--- src/sv/lpi_pkg.sv ---
// shared types and constants for the layered profile interpolator
// used by lpi_layer_mem, lpi_lerp_unit and layered_profile_interpolator
package lpi_pkg;

    localparam int MAX_LAYERS_DEF = 64;

    localparam int THICK_W = 20;
    localparam int VAL_W   = 16;
    localparam int DEPTH_W = 21;
    localparam int LIDX_W  = 6;
    localparam int LCNT_W  = 7;
    localparam int CFG_W   = 7;
    localparam int CFG_IDX_W = 1;

    localparam logic [CFG_IDX_W-1:0] REG_LAYER_COUNT = 1'd0;
    localparam logic [CFG_IDX_W-1:0] REG_INTERP_MODE = 1'd1;

    localparam logic OP_QUERY = 1'b0;
    localparam logic OP_LOAD  = 1'b1;

    typedef struct packed {
        logic [THICK_W-1:0] thick;
        logic [VAL_W-1:0]   vp;
        logic [VAL_W-1:0]   vs;
        logic [VAL_W-1:0]   rho;
    } layer_t;

    typedef struct packed {
        logic               start;
        logic [VAL_W-1:0]   prev;
        logic [VAL_W-1:0]   cur;
        logic [THICK_W-1:0] off;
        logic [THICK_W-1:0] thick;
    } lerp_req_t;

    typedef struct packed {
        logic             done;
        logic [VAL_W-1:0] value;
    } lerp_rsp_t;

endpackage

--- src/sv/lpi_layer_mem.sv ---
// layer table memory: one write port, one registered read port
// depends on lpi_pkg for the layer_t word
module lpi_layer_mem #(
    parameter int DEPTH  = 64,
    parameter int ADDR_W = 6
) (
    input  logic                aclk,
    input  logic                wr_en,
    input  logic [ADDR_W-1:0]   wr_addr,
    input  lpi_pkg::layer_t     wr_data,
    input  logic [ADDR_W-1:0]   rd_addr,
    output lpi_pkg::layer_t     rd_data
);
    import lpi_pkg::*;

    layer_t mem [DEPTH];
    layer_t rd_data_reg;

    always_ff @(posedge aclk) begin
        if (wr_en) begin
            mem[wr_addr] <= wr_data;
        end
        rd_data_reg <= mem[rd_addr];
    end

    assign rd_data = rd_data_reg;

endmodule

--- config.mk ---
export PLATFORM = sky130hd
export DESIGN_NAME = lpi_layer_mem
export DESIGN_NICKNAME = d
export VERILOG_FILES = /design/src/sv/lpi_pkg.sv /design/src/sv/lpi_layer_mem.sv
export SDC_FILE = /design/constraint.sdc
export NUM_CORES = 2
export LEC_CHECK = 0
export ABC_AREA = 1
export BUFFER_PORTS_ARGS = -buffer_cell sky130_fd_sc_hd__buf_2
export CAP_MARGIN = 20
export CORE_ASPECT_RATIO = 1.5
export CORE_MARGIN = 4
export CORE_UTILIZATION = 50
export CTS_CLUSTER_SIZE = 28
export DETAILED_ROUTE_END_ITERATION = 8
export PLACE_DENSITY = 0.66
export SKIP_LAST_GASP = 1
export SLEW_MARGIN = 15
export SYNTH_ARGS = -nofsm -noshare
export SYNTH_HDL_FRONTEND = slang
export SYNTH_MEMORY_MAX_BITS = 65536
export SYNTH_SLANG_ARGS = --single-unit
--- constraint.sdc ---
create_clock -name aclk -period 10.8 [get_ports aclk]
set_input_delay 0.54 -clock aclk [delete_from_list [all_inputs] [get_ports aclk]]
set_output_delay 0.54 -clock aclk [all_outputs]
set_load 0.01 [all_outputs]
==> qor.yml <==
status:
  status: "complete, but fails checks"
  violations: "max-slew violations"
power_and_ir_drop:
  peakVddDrop_v: 0.000147
  p_leak_uw: 0.0673
  power_density_nw_per_um2: 182
setup_path:
  required_ns: 11.35
  critPathBufInv: 4
  critPathLaunch: "wr_addr[1]"
  critPathLaunchType: "input pin"
  cp_slowest_cell: "nor2_4"
  critPathMaxFanout: 29
  critical_path.max_stage_delay_ns: 1.14
  path_common_cell: "buf_4"
  path_class: "input pin to register"
  r2r-start: "mem[23][65]"
  cp_cell_sequence: "buf_2 > inv_1 > nand4_1 > nor2_4 > buf_4 > buf_4"
  path_delay_family: "simple AND/OR/NAND/NOR gates"
  cp.arrival_ns: 4.61
  end_kind: "register"
timing:
  timing.fmax_ghz: 0.246
  rsz0062_at_grt: "no"
  max_slew.worst_pin.slew_ns: 1.64
  timing_hold_violations_final: 0
  relSlewSlack_pct: -9.56
  min_period_over_period_pct: 37.6
  fin_crit_ns: 4.06
  clock_skew_ns: 0.0762
  tns_ns: 0
  timing.hold.ws_ns: 0.0190
  drv_slew: 113
  finalSetupViolations: 0
drt:
  firstDrtPassIters: 6
  final_antenna_net_count: 0
  drtIter0Drc: 16131
  vias: 116448
  wl_per_cell_um: 28.5
  drc_errors: 0
  wl_um: 542000
  routed_via_density: 6.13
floorplan:
  row_count: 265
  die_w_um: 491
  dieArea_sq_um: 360000
  core_area_sq_um: 348000
  die_h_um: 733
  start_util_pct: 50.3
  num_io_pins: 150
finish:
  final_common_cell: "nand2_1"
  fin_util_pct: 55.4
  final_cell_mix: "nand2_1, edfxtp_1, nand3_1"
  drive_gt1_share_pct: 7.24
  largest_reg_flops: 4352
  syn_to_final_growth_pct: 10.1
  fillCellCount: 27830
  fin_area_sq_um: 193000
  layout.nets: 14174
cts:
  numCtsBuffers: 398
  root_buffer: "clkbuf_16"
  clkLatencyLatePin_ns: 0.98
  htree_levels: 5
  cts_resized: 0
  cts_setup_buffers: 0
  cts_tree: "yes"
  clk_path_buf_depth: 4
  cts.sink_count: 4420
  clk_pin_slew_ns: 0.07
job:
  drv_cap: 0
yosys:
  ys_seq_area_share_pct: 75.4
  syn_avg_cell_area_sq_um: 12.3
  synth_nets: 14319
  synth.distinct_cells: 17
  ys_ff_latch: 4420
  syn_area_sq_um: 175000
  synthesis.instances: 14237
  yosysWarnings: 0
global_routing:
  gr-total-overflow: 0
  grt_pass1_vias: 108373
  antenna_found_initial: 44
  grtUsageTotal_pct: 29.3
  grt_max_degree: 252
  grt_pass1_wl_um: 770000
hold_path:
  hp-start: "wr_data[44]"
  hold_path_class: "input pin to register"
placed_design:
  hpwl_um: 258000
  place.gp.congestion: 0.798
  place_area_sq_um: 180000
  portBuffers: 149
cells by family (layout without fill, tap and decap cells):
group	count (synthesis)	in the layout	share of synthesized area (%)
buffers and inverters	965	1143	2.71
and+or+nand+nor	8852	8852	21.9
other	0	34	0
DFF	4420	4420	75.4
final timing paths:
| kind | slack [ns] | depth (start not counted) | to |
|---|---|---|---|
| max reg2reg | 8.80 | 8 | rd_data[65] |
| max | 6.74 | 6 | mem[40][47] |
| min reg2reg | 0.78 | 8 | rd_data[40] |
| min | 0.02 | 1 | mem[0][44] |
through the flow:
| stage | total power [uW] | instances | setup WS (ns) |
|---|---|---|---|
| after global placement | 21400 | 18207 | 6.01 |
| after detailed placement | 21400 | 18207 | 5.98 |
| after CTS | 35100 | 18930 | 6.95 |
| after floorplan | 20600 | 14237 | 2.58 |
| after global routing | 36000 | 18970 | 6.89 |
| final | 35100 | 18988 | 6.74 |
layer usage:
| metal | global-route usage [%] | routed length, um |
|---|---|---|
| met1 | 38.0 | 195000 |
| met3 | 4.57 | 53800 |
| met5 | 0 | 154 |
| met2 | 47.7 | 259000 |
| met4 | 15.8 | 33300 |
worst reg2reg max path: cells and delay by family (launching register included):
kind	cells	cell delay, ns
simple gates	8	1.29
flops	1	0.36
synthesized netlist by cell type:
library cell	number	area (sq um)
buf_4	70	526
dfxtp_1	68	1360
buf_2	616	3080
inv_2	2	7.51
inv_1	7	26.3
nand4_1	9	56.3
buf_8	1	15.0
buf_1	110	413
nor4_1	8	50.1
nor2_1	56	210
nand3_1	4087	20500
edfxtp_1	4352	131000
buf_6	10	113
clkinv_1	1	3.75
nand2_1	4692	17600
clkbuf_1	146	548
inv_4	2	12.5
layout make-up:
class / instances / area (sq um) / share of cell area [%]
Inverter: 12 / 105 / 0.0545
Sequential cell: 4420 / 132000 / 68.5
Multi-Input combinational cell: 8852 / 38900 / 20.1
Clock inverter: 208 / 1900 / 0.984
Antenna cell: 34 / 85.1 / 0.0441
Clock buffer: 515 / 10800 / 5.60
Timing Repair Buffer: 408 / 3390 / 1.76
Tap cell: 4539 / 5680 / 2.94
report_power, final:
group	internal [uW]	total (uW)	leakage [uW]	switching [uW]
Sequential	19000	19100	0.0397	73.2
Clock	7740	14000	0.00619	6250
Combinational	489	2030	0.0214	1540
Total	27200	35100	0.0673	7860
timing repair:
| action | in CTS | in global routing |
|---|---|---|
| hold buffers | 0 | 6 |
| endpoints found under the setup margin | 0 | 0 |
| hold endpoints to repair | 0 | 65 |
(Power assumes the default switching activity.)
