<file path="src/sv/lpi_pkg.sv">
// shared types and constants for the layered profile interpolator
// used by lpi_layer_mem, lpi_lerp_unit and layered_profile_interpolator
package lpi_pkg;

    localparam int MAX_LAYERS_DEF = 64;

    localparam int THICK_W = 20;
    localparam int VAL_W   = 16;
    localparam int DEPTH_W = 21;
    localparam int LIDX_W  = 6;
    localparam int LCNT_W  = 7;
    localparam int CFG_W   = 7;
    localparam int CFG_IDX_W = 1;

    localparam logic [CFG_IDX_W-1:0] REG_LAYER_COUNT = 1'd0;
    localparam logic [CFG_IDX_W-1:0] REG_INTERP_MODE = 1'd1;

    localparam logic OP_QUERY = 1'b0;
    localparam logic OP_LOAD  = 1'b1;

    typedef struct packed {
        logic [THICK_W-1:0] thick;
        logic [VAL_W-1:0]   vp;
        logic [VAL_W-1:0]   vs;
        logic [VAL_W-1:0]   rho;
    } layer_t;

    typedef struct packed {
        logic               start;
        logic [VAL_W-1:0]   prev;
        logic [VAL_W-1:0]   cur;
        logic [THICK_W-1:0] off;
        logic [THICK_W-1:0] thick;
    } lerp_req_t;

    typedef struct packed {
        logic             done;
        logic [VAL_W-1:0] value;
    } lerp_rsp_t;

endpackage

</file>
<file path="src/sv/lpi_lerp_unit.sv">
// shared interpolation unit: one multiply, then a 16-step restoring division
// depends on lpi_pkg for lerp_req_t and lerp_rsp_t
module lpi_lerp_unit (
    input  logic                aclk,
    input  logic                aresetn,
    input  lpi_pkg::lerp_req_t  req,
    output lpi_pkg::lerp_rsp_t  rsp
);
    import lpi_pkg::*;

    localparam logic [1:0] L_IDLE = 2'd0;
    localparam logic [1:0] L_MUL  = 2'd1;
    localparam logic [1:0] L_DIV  = 2'd2;
    localparam logic [1:0] L_FIN  = 2'd3;
    localparam int PROD_W = VAL_W + THICK_W;

    logic [1:0]         st_reg, st_next;
    logic [3:0]         cnt_reg, cnt_next;
    logic               neg_reg, neg_next;
    logic [VAL_W-1:0]   prev_reg, prev_next;
    logic [VAL_W-1:0]   mag_reg, mag_next;
    logic [THICK_W-1:0] off_reg, off_next;
    logic [THICK_W-1:0] thick_reg, thick_next;
    logic [THICK_W-1:0] rem_reg, rem_next;
    logic [VAL_W-1:0]   dq_reg, dq_next;

    logic [PROD_W-1:0]  prod;
    logic [THICK_W:0]   trial;
    logic               qbit;

    assign prod  = PROD_W'(mag_reg) * PROD_W'(off_reg);
    assign trial = {rem_reg, dq_reg[VAL_W-1]};
    assign qbit  = (trial >= {1'b0, thick_reg});

    always_comb begin
        st_next    = st_reg;
        cnt_next   = cnt_reg;
        neg_next   = neg_reg;
        prev_next  = prev_reg;
        mag_next   = mag_reg;
        off_next   = off_reg;
        thick_next = thick_reg;
        rem_next   = rem_reg;
        dq_next    = dq_reg;
        case (st_reg)
            L_IDLE: begin
                if (req.start) begin
                    neg_next   = (req.cur < req.prev);
                    mag_next   = (req.cur < req.prev) ? (req.prev - req.cur)
                                                      : (req.cur - req.prev);
                    prev_next  = req.prev;
                    off_next   = req.off;
                    thick_next = req.thick;
                    st_next    = L_MUL;
                end
            end
            L_MUL: begin
                // high part is already below the divisor since off < thick
                rem_next = prod[PROD_W-1:VAL_W];
                dq_next  = prod[VAL_W-1:0];
                cnt_next = '0;
                st_next  = L_DIV;
            end
            L_DIV: begin
                rem_next = qbit ? THICK_W'(trial - {1'b0, thick_reg})
                                : THICK_W'(trial);
                dq_next  = {dq_reg[VAL_W-2:0], qbit};
                cnt_next = cnt_reg + 4'd1;
                if (cnt_reg == 4'd15) begin
                    st_next = L_FIN;
                end
            end
            L_FIN: begin
                st_next = L_IDLE;
            end
            default: begin
                st_next = L_IDLE;
            end
        endcase
    end

    always_ff @(posedge aclk) begin
        if (!aresetn) begin
            st_reg <= L_IDLE;
        end else begin
            st_reg <= st_next;
        end
        cnt_reg   <= cnt_next;
        neg_reg   <= neg_next;
        prev_reg  <= prev_next;
        mag_reg   <= mag_next;
        off_reg   <= off_next;
        thick_reg <= thick_next;
        rem_reg   <= rem_next;
        dq_reg    <= dq_next;
    end

    // quotient truncates toward zero, so apply the sign to the magnitude result
    assign rsp.done  = (st_reg == L_FIN);
    assign rsp.value = neg_reg ? (prev_reg - dq_reg) : (prev_reg + dq_reg);

endmodule

</file>
<file path="config.mk">
export PLATFORM = sky130hd
export DESIGN_NAME = lpi_lerp_unit
export DESIGN_NICKNAME = d
export VERILOG_FILES = /design/src/sv/lpi_pkg.sv /design/src/sv/lpi_lerp_unit.sv
export SDC_FILE = /design/constraint.sdc
export NUM_CORES = 1
export LEC_CHECK = 0
export BUFFER_PORTS_ARGS = -buffer_cell sky130_fd_sc_hd__buf_2
export CORE_ASPECT_RATIO = 1.4
export CORE_MARGIN = 10
export CORE_UTILIZATION = 40
export DETAILED_ROUTE_END_ITERATION = 16
export SLEW_MARGIN = 0
export SYNTH_ARGS = -nofsm -noshare
export SYNTH_HDL_FRONTEND = slang
export SYNTH_SLANG_ARGS = --single-unit
</file>
<file path="constraint.sdc">
create_clock -name aclk -period 7.7 [get_ports aclk]
set_clock_uncertainty 0.05 [all_clocks]
set_input_delay 1.54 -clock aclk [delete_from_list [all_inputs] [get_ports aclk]]
set_output_delay 1.54 -clock aclk [all_outputs]
set_load 0.03 [all_outputs]
</file>
==> report_table.html <==
<table>
<tr><th>Metric</th><th>Value</th></tr>
<tr><th colspan="2">Clocking</th></tr>
<tr><td>Clock H-tree levels</td><td>4</td></tr>
<tr><td># resized after CTS</td><td>0</td></tr>
<tr><td>Clock slew at the register clock pins of the worst setup and hold paths</td><td>0.06 ns</td></tr>
<tr><td>Root buffer selected by CTS</td><td>clkbuf_16</td></tr>
<tr><td>Clock insertion delay at the later pin of the skew report</td><td>0.45 ns</td></tr>
<tr><td>Buffer count from post-CTS setup fixing</td><td>0</td></tr>
<tr><td>Hold-fix buffer count after cts</td><td>0</td></tr>
<tr><td>Clock tree from TritonCTS</td><td>done</td></tr>
<tr><td>Clk sink count</td><td>115</td></tr>
<tr><td>Maximum buffer depth of the clock tree</td><td>2</td></tr>
<tr><td>Number of buffers created by CTS</td><td>17</td></tr>
<tr><th colspan="2">Synth</th></tr>
<tr><td>Fraction of registers with async set/reset</td><td>0%</td></tr>
<tr><td>Top cells by area, synth</td><td>fa_1 28%, edfxtp_1 19%, ha_1 12%, inv_1 7.6%, nand2_1 5.0%</td></tr>
<tr><td>Post-Synthesis Net Count</td><td>2464</td></tr>
<tr><td>Yosys reg bits</td><td>115</td></tr>
<tr><td>Post-synth EDFFs</td><td>113</td></tr>
<tr><td>Synth Cell Area</td><td>18170 sq um</td></tr>
<tr><td>Share of the yosys chip area belonging to registers</td><td>18.90%</td></tr>
<tr><td>Top cells by count, synth</td><td>367 x inv_1, 254 x fa_1, 243 x nand2_1</td></tr>
<tr><td>Library cell occupying the most area in the post-synthesis netlist</td><td>fa_1</td></tr>
<tr><td>Primary FF master, synth</td><td>edfxtp_1</td></tr>
<tr><td>Distinct cell type count of the synthesized netlist</td><td>79</td></tr>
<tr><td>Synthesized area per cell</td><td>9.292 sq um</td></tr>
<tr><td>Count of synthesis-stage warnings from yosys</td><td>0</td></tr>
<tr><td>Number of cells produced by synthesis</td><td>1955</td></tr>
<tr><td>Area share of the leading cell type in the synthesized netlist</td><td>27.99%</td></tr>
<tr><td>Most repeated cell in the gate-level netlist after synthesis</td><td>inv_1</td></tr>
<tr><th colspan="2">GRT</th></tr>
<tr><td>Overall track demand over capacity in global routing</td><td>17.69%</td></tr>
<tr><td>First-pass GRT wire length</td><td>78010 um</td></tr>
<tr><td>Pin count of the biggest net entering global routing</td><td>62</td></tr>
<tr><td>Residual overflow from global routing</td><td>0</td></tr>
<tr><td>Antenna violations before repair</td><td>0</td></tr>
<tr><td>Number of global-route vias before repair</td><td>14984</td></tr>
<tr><th colspan="2">Place</th></tr>
<tr><td>Port buffer count</td><td>91</td></tr>
<tr><td>Routability congestion estimate</td><td>0.8722</td></tr>
<tr><td>Placed cell area</td><td>19160 sq um</td></tr>
<tr><td>Worst slack after detailed placement</td><td>0.6255 ns</td></tr>
<tr><td>Half-perimeter wire length of the detailed placement result</td><td>36910 um</td></tr>
<tr><th colspan="2">Worst hold path</th></tr>
<tr><td>Hold crit path type</td><td>register to register</td></tr>
<tr><th colspan="2">STA</th></tr>
<tr><td>Period minus WS final</td><td>7.161 ns</td></tr>
<tr><td>Setup TNS after final layout</td><td>0 ns</td></tr>
<tr><td>Period utilisation layout</td><td>93.00%</td></tr>
<tr><td>Fmax</td><td>139.6 MHz</td></tr>
<tr><td>Final Hold Fails</td><td>0</td></tr>
<tr><td>Final worst-path setup slack</td><td>0.5387 ns</td></tr>
<tr><td>Max transition margin</td><td>32.80%</td></tr>
<tr><td>Tightest Pin Transition</td><td>1.008 ns</td></tr>
<tr><td>Unrepaired setup endpoints after global routing</td><td>false</td></tr>
<tr><td>Final setup fails</td><td>0</td></tr>
<tr><td>Final slew viol count</td><td>0</td></tr>
<tr><th colspan="2">Detailed routing</th></tr>
<tr><td>Post-DRT Antenna Nets</td><td>0</td></tr>
<tr><td>Final WL</td><td>46600 um</td></tr>
<tr><td>Detailed-route DRC error count</td><td>0</td></tr>
<tr><td>First-pass detailed-route iteration total</td><td>5</td></tr>
<tr><td>Via count normalized by instance count</td><td>5.150</td></tr>
<tr><td>Mean routed wirelength per cell</td><td>17.77 um</td></tr>
<tr><td>Via count</td><td>13504</td></tr>
<tr><td>Iter 0 DRT Violations</td><td>737</td></tr>
<tr><th colspan="2">Floorplan</th></tr>
<tr><td>Starting density of the core</td><td>40.36%</td></tr>
<tr><td>Die Area</td><td>54460 sq um</td></tr>
<tr><td>Core Area</td><td>45010 sq um</td></tr>
<tr><td>Height of the die</td><td>272.2 um</td></tr>
<tr><td>Overall die width</td><td>200.1 um</td></tr>
<tr><td>Number of standard-cell rows in the floorplan</td><td>92</td></tr>
<tr><td>Number of top-level design ports</td><td>92</td></tr>
<tr><th colspan="2">Critical path</th></tr>
<tr><td>CP Launch Type</td><td>register</td></tr>
<tr><td>Data arrival time of the worst path</td><td>7.30 ns</td></tr>
<tr><td>Kind of capture point of the worst setup path</td><td>register</td></tr>
<tr><td>Class of the most critical setup path</td><td>register to register</td></tr>
<tr><td>Worst reg-to-reg setup slack</td><td>0.54 ns</td></tr>
<tr><td>Maximum net fanout on the critical path</td><td>16</td></tr>
<tr><td>Required @ worst endpoint</td><td>7.84 ns</td></tr>
<tr><th colspan="2">Layout</th></tr>
<tr><td>Area used by multi-input combinational logic</td><td>13040 sq um</td></tr>
<tr><td>Area Overhead vs Synth</td><td>8.830%</td></tr>
<tr><td>Antenna diodes</td><td>0</td></tr>
<tr><td>Total non-filler cell area in the finished layout</td><td>19770 sq um</td></tr>
<tr><td>Seq. cell area</td><td>3433 sq um</td></tr>
<tr><td>Layout cell share with drive strength beyond 1</td><td>7.956%</td></tr>
<tr><td>Number of fill cells</td><td>4410</td></tr>
<tr><td>Final layout net count</td><td>2507</td></tr>
<tr><th colspan="2">Job</th></tr>
<tr><td>Max-cap violation count</td><td>0</td></tr>
<tr><th colspan="2">Status</th></tr>
<tr><td>Status</td><td>finished clean</td></tr>
</table>
## final timing paths
path,start,end,depth (start not counted)
min,st_reg[0]$_SDFFE_PN0P_,st_reg[0]$_SDFFE_PN0P_,2
max,off_reg[9]$_DFFE_PP_,rem_reg[19]$_DFFE_PP_,20
min reg2reg,st_reg[0]$_SDFFE_PN0P_,st_reg[0]$_SDFFE_PN0P_,2
max reg2reg,off_reg[9]$_DFFE_PP_,rem_reg[19]$_DFFE_PP_,20
## critical path, stage by stage (launching register included)
cell	delay [ns]
edfxtp_1	0.95
nand2_1	0.21
fa_1	0.60
fa_1	0.44
fa_1	0.52
inv_1	0.06
fa_1	0.47
fa_1	0.56
inv_1	0.06
fa_1	0.55
inv_1	0.05
ha_1	0.34
a21o_1	0.19
a21oi_1	0.26
o22ai_1	0.18
a221oi_1	0.33
o31ai_1	0.20
a41o_1	0.33
a221oi_2	0.26
xnor2_1	0.10
o32a_1	0.19
## cell families (layout without fill, tap and decap cells)
family                   count (synthesis)  in the layout  share of synthesized area (%)
AND/OR/NAND/NOR                        567            567                          15.32
buffers and inverters                  446            502                          9.367
adder cells (fa/ha/maj)                434            434                          40.39
AO/OA/AOI/OAI                          269            269                          9.712
flip-flops                             115            115                          18.90
XOR/XNOR                                87             87                          4.194
multiplexers                            37             37                          2.121
## cell usage in the layout, fill, tap and decap left out, types with 14 or more instances in the layout
cell       instances
inv_1            367
fa_1             254
nand2_1          243
ha_1             179
and2_1           144
edfxtp_1         113
buf_2             91
a21oi_1           74
nor2_1            65
xnor2_1           63
o21ai_0           61
a21o_1            32
mux2i_1           28
xor2_1            24
nor3_1            22
clkbuf_16         17
nand3_1           15
nor2b_1           14
a31oi_1           14
## per-stage QoR
step | hold WS (ns) | instances | util (%)
finish | 0.4729 | 2622 | 43.93
global route | 0.5063 | 2622 | 43.93
CTS | 0.4700 | 2622 | 43.93
detailed placement | 0.4623 | 2590 | 42.56
global placement | 0.4493 | 2590 | 42.56
floorplan | 0.4338 | 1955 | -
## layer usage
metal  share of wire [%]  GRT usage (%)  wire length [um]  up-vias
met3                 3.9          2.400              1803       79
met5                   0              0                 0        -
met2                  52          32.36             24120      316
met4                 3.0          6.239              1376        0
li1                    -              -                 -     6336
met1                  41          20.72             19300     6773
## final cells by class
type / instances / area share, %
Multi-Input combinational cell: 1394 / 65.94
Sequential cell: 115 / 17.37
Inverter: 367 / 6.968
Tap cell: 611 / 3.867
Timing Repair Buffer: 103 / 2.759
Clock buffer: 22 / 2.297
Clock inverter: 10 / 0.8037
Power is not shown: default switching activity piles up to over one toggle a cycle in this logic, so the estimate is an artifact.
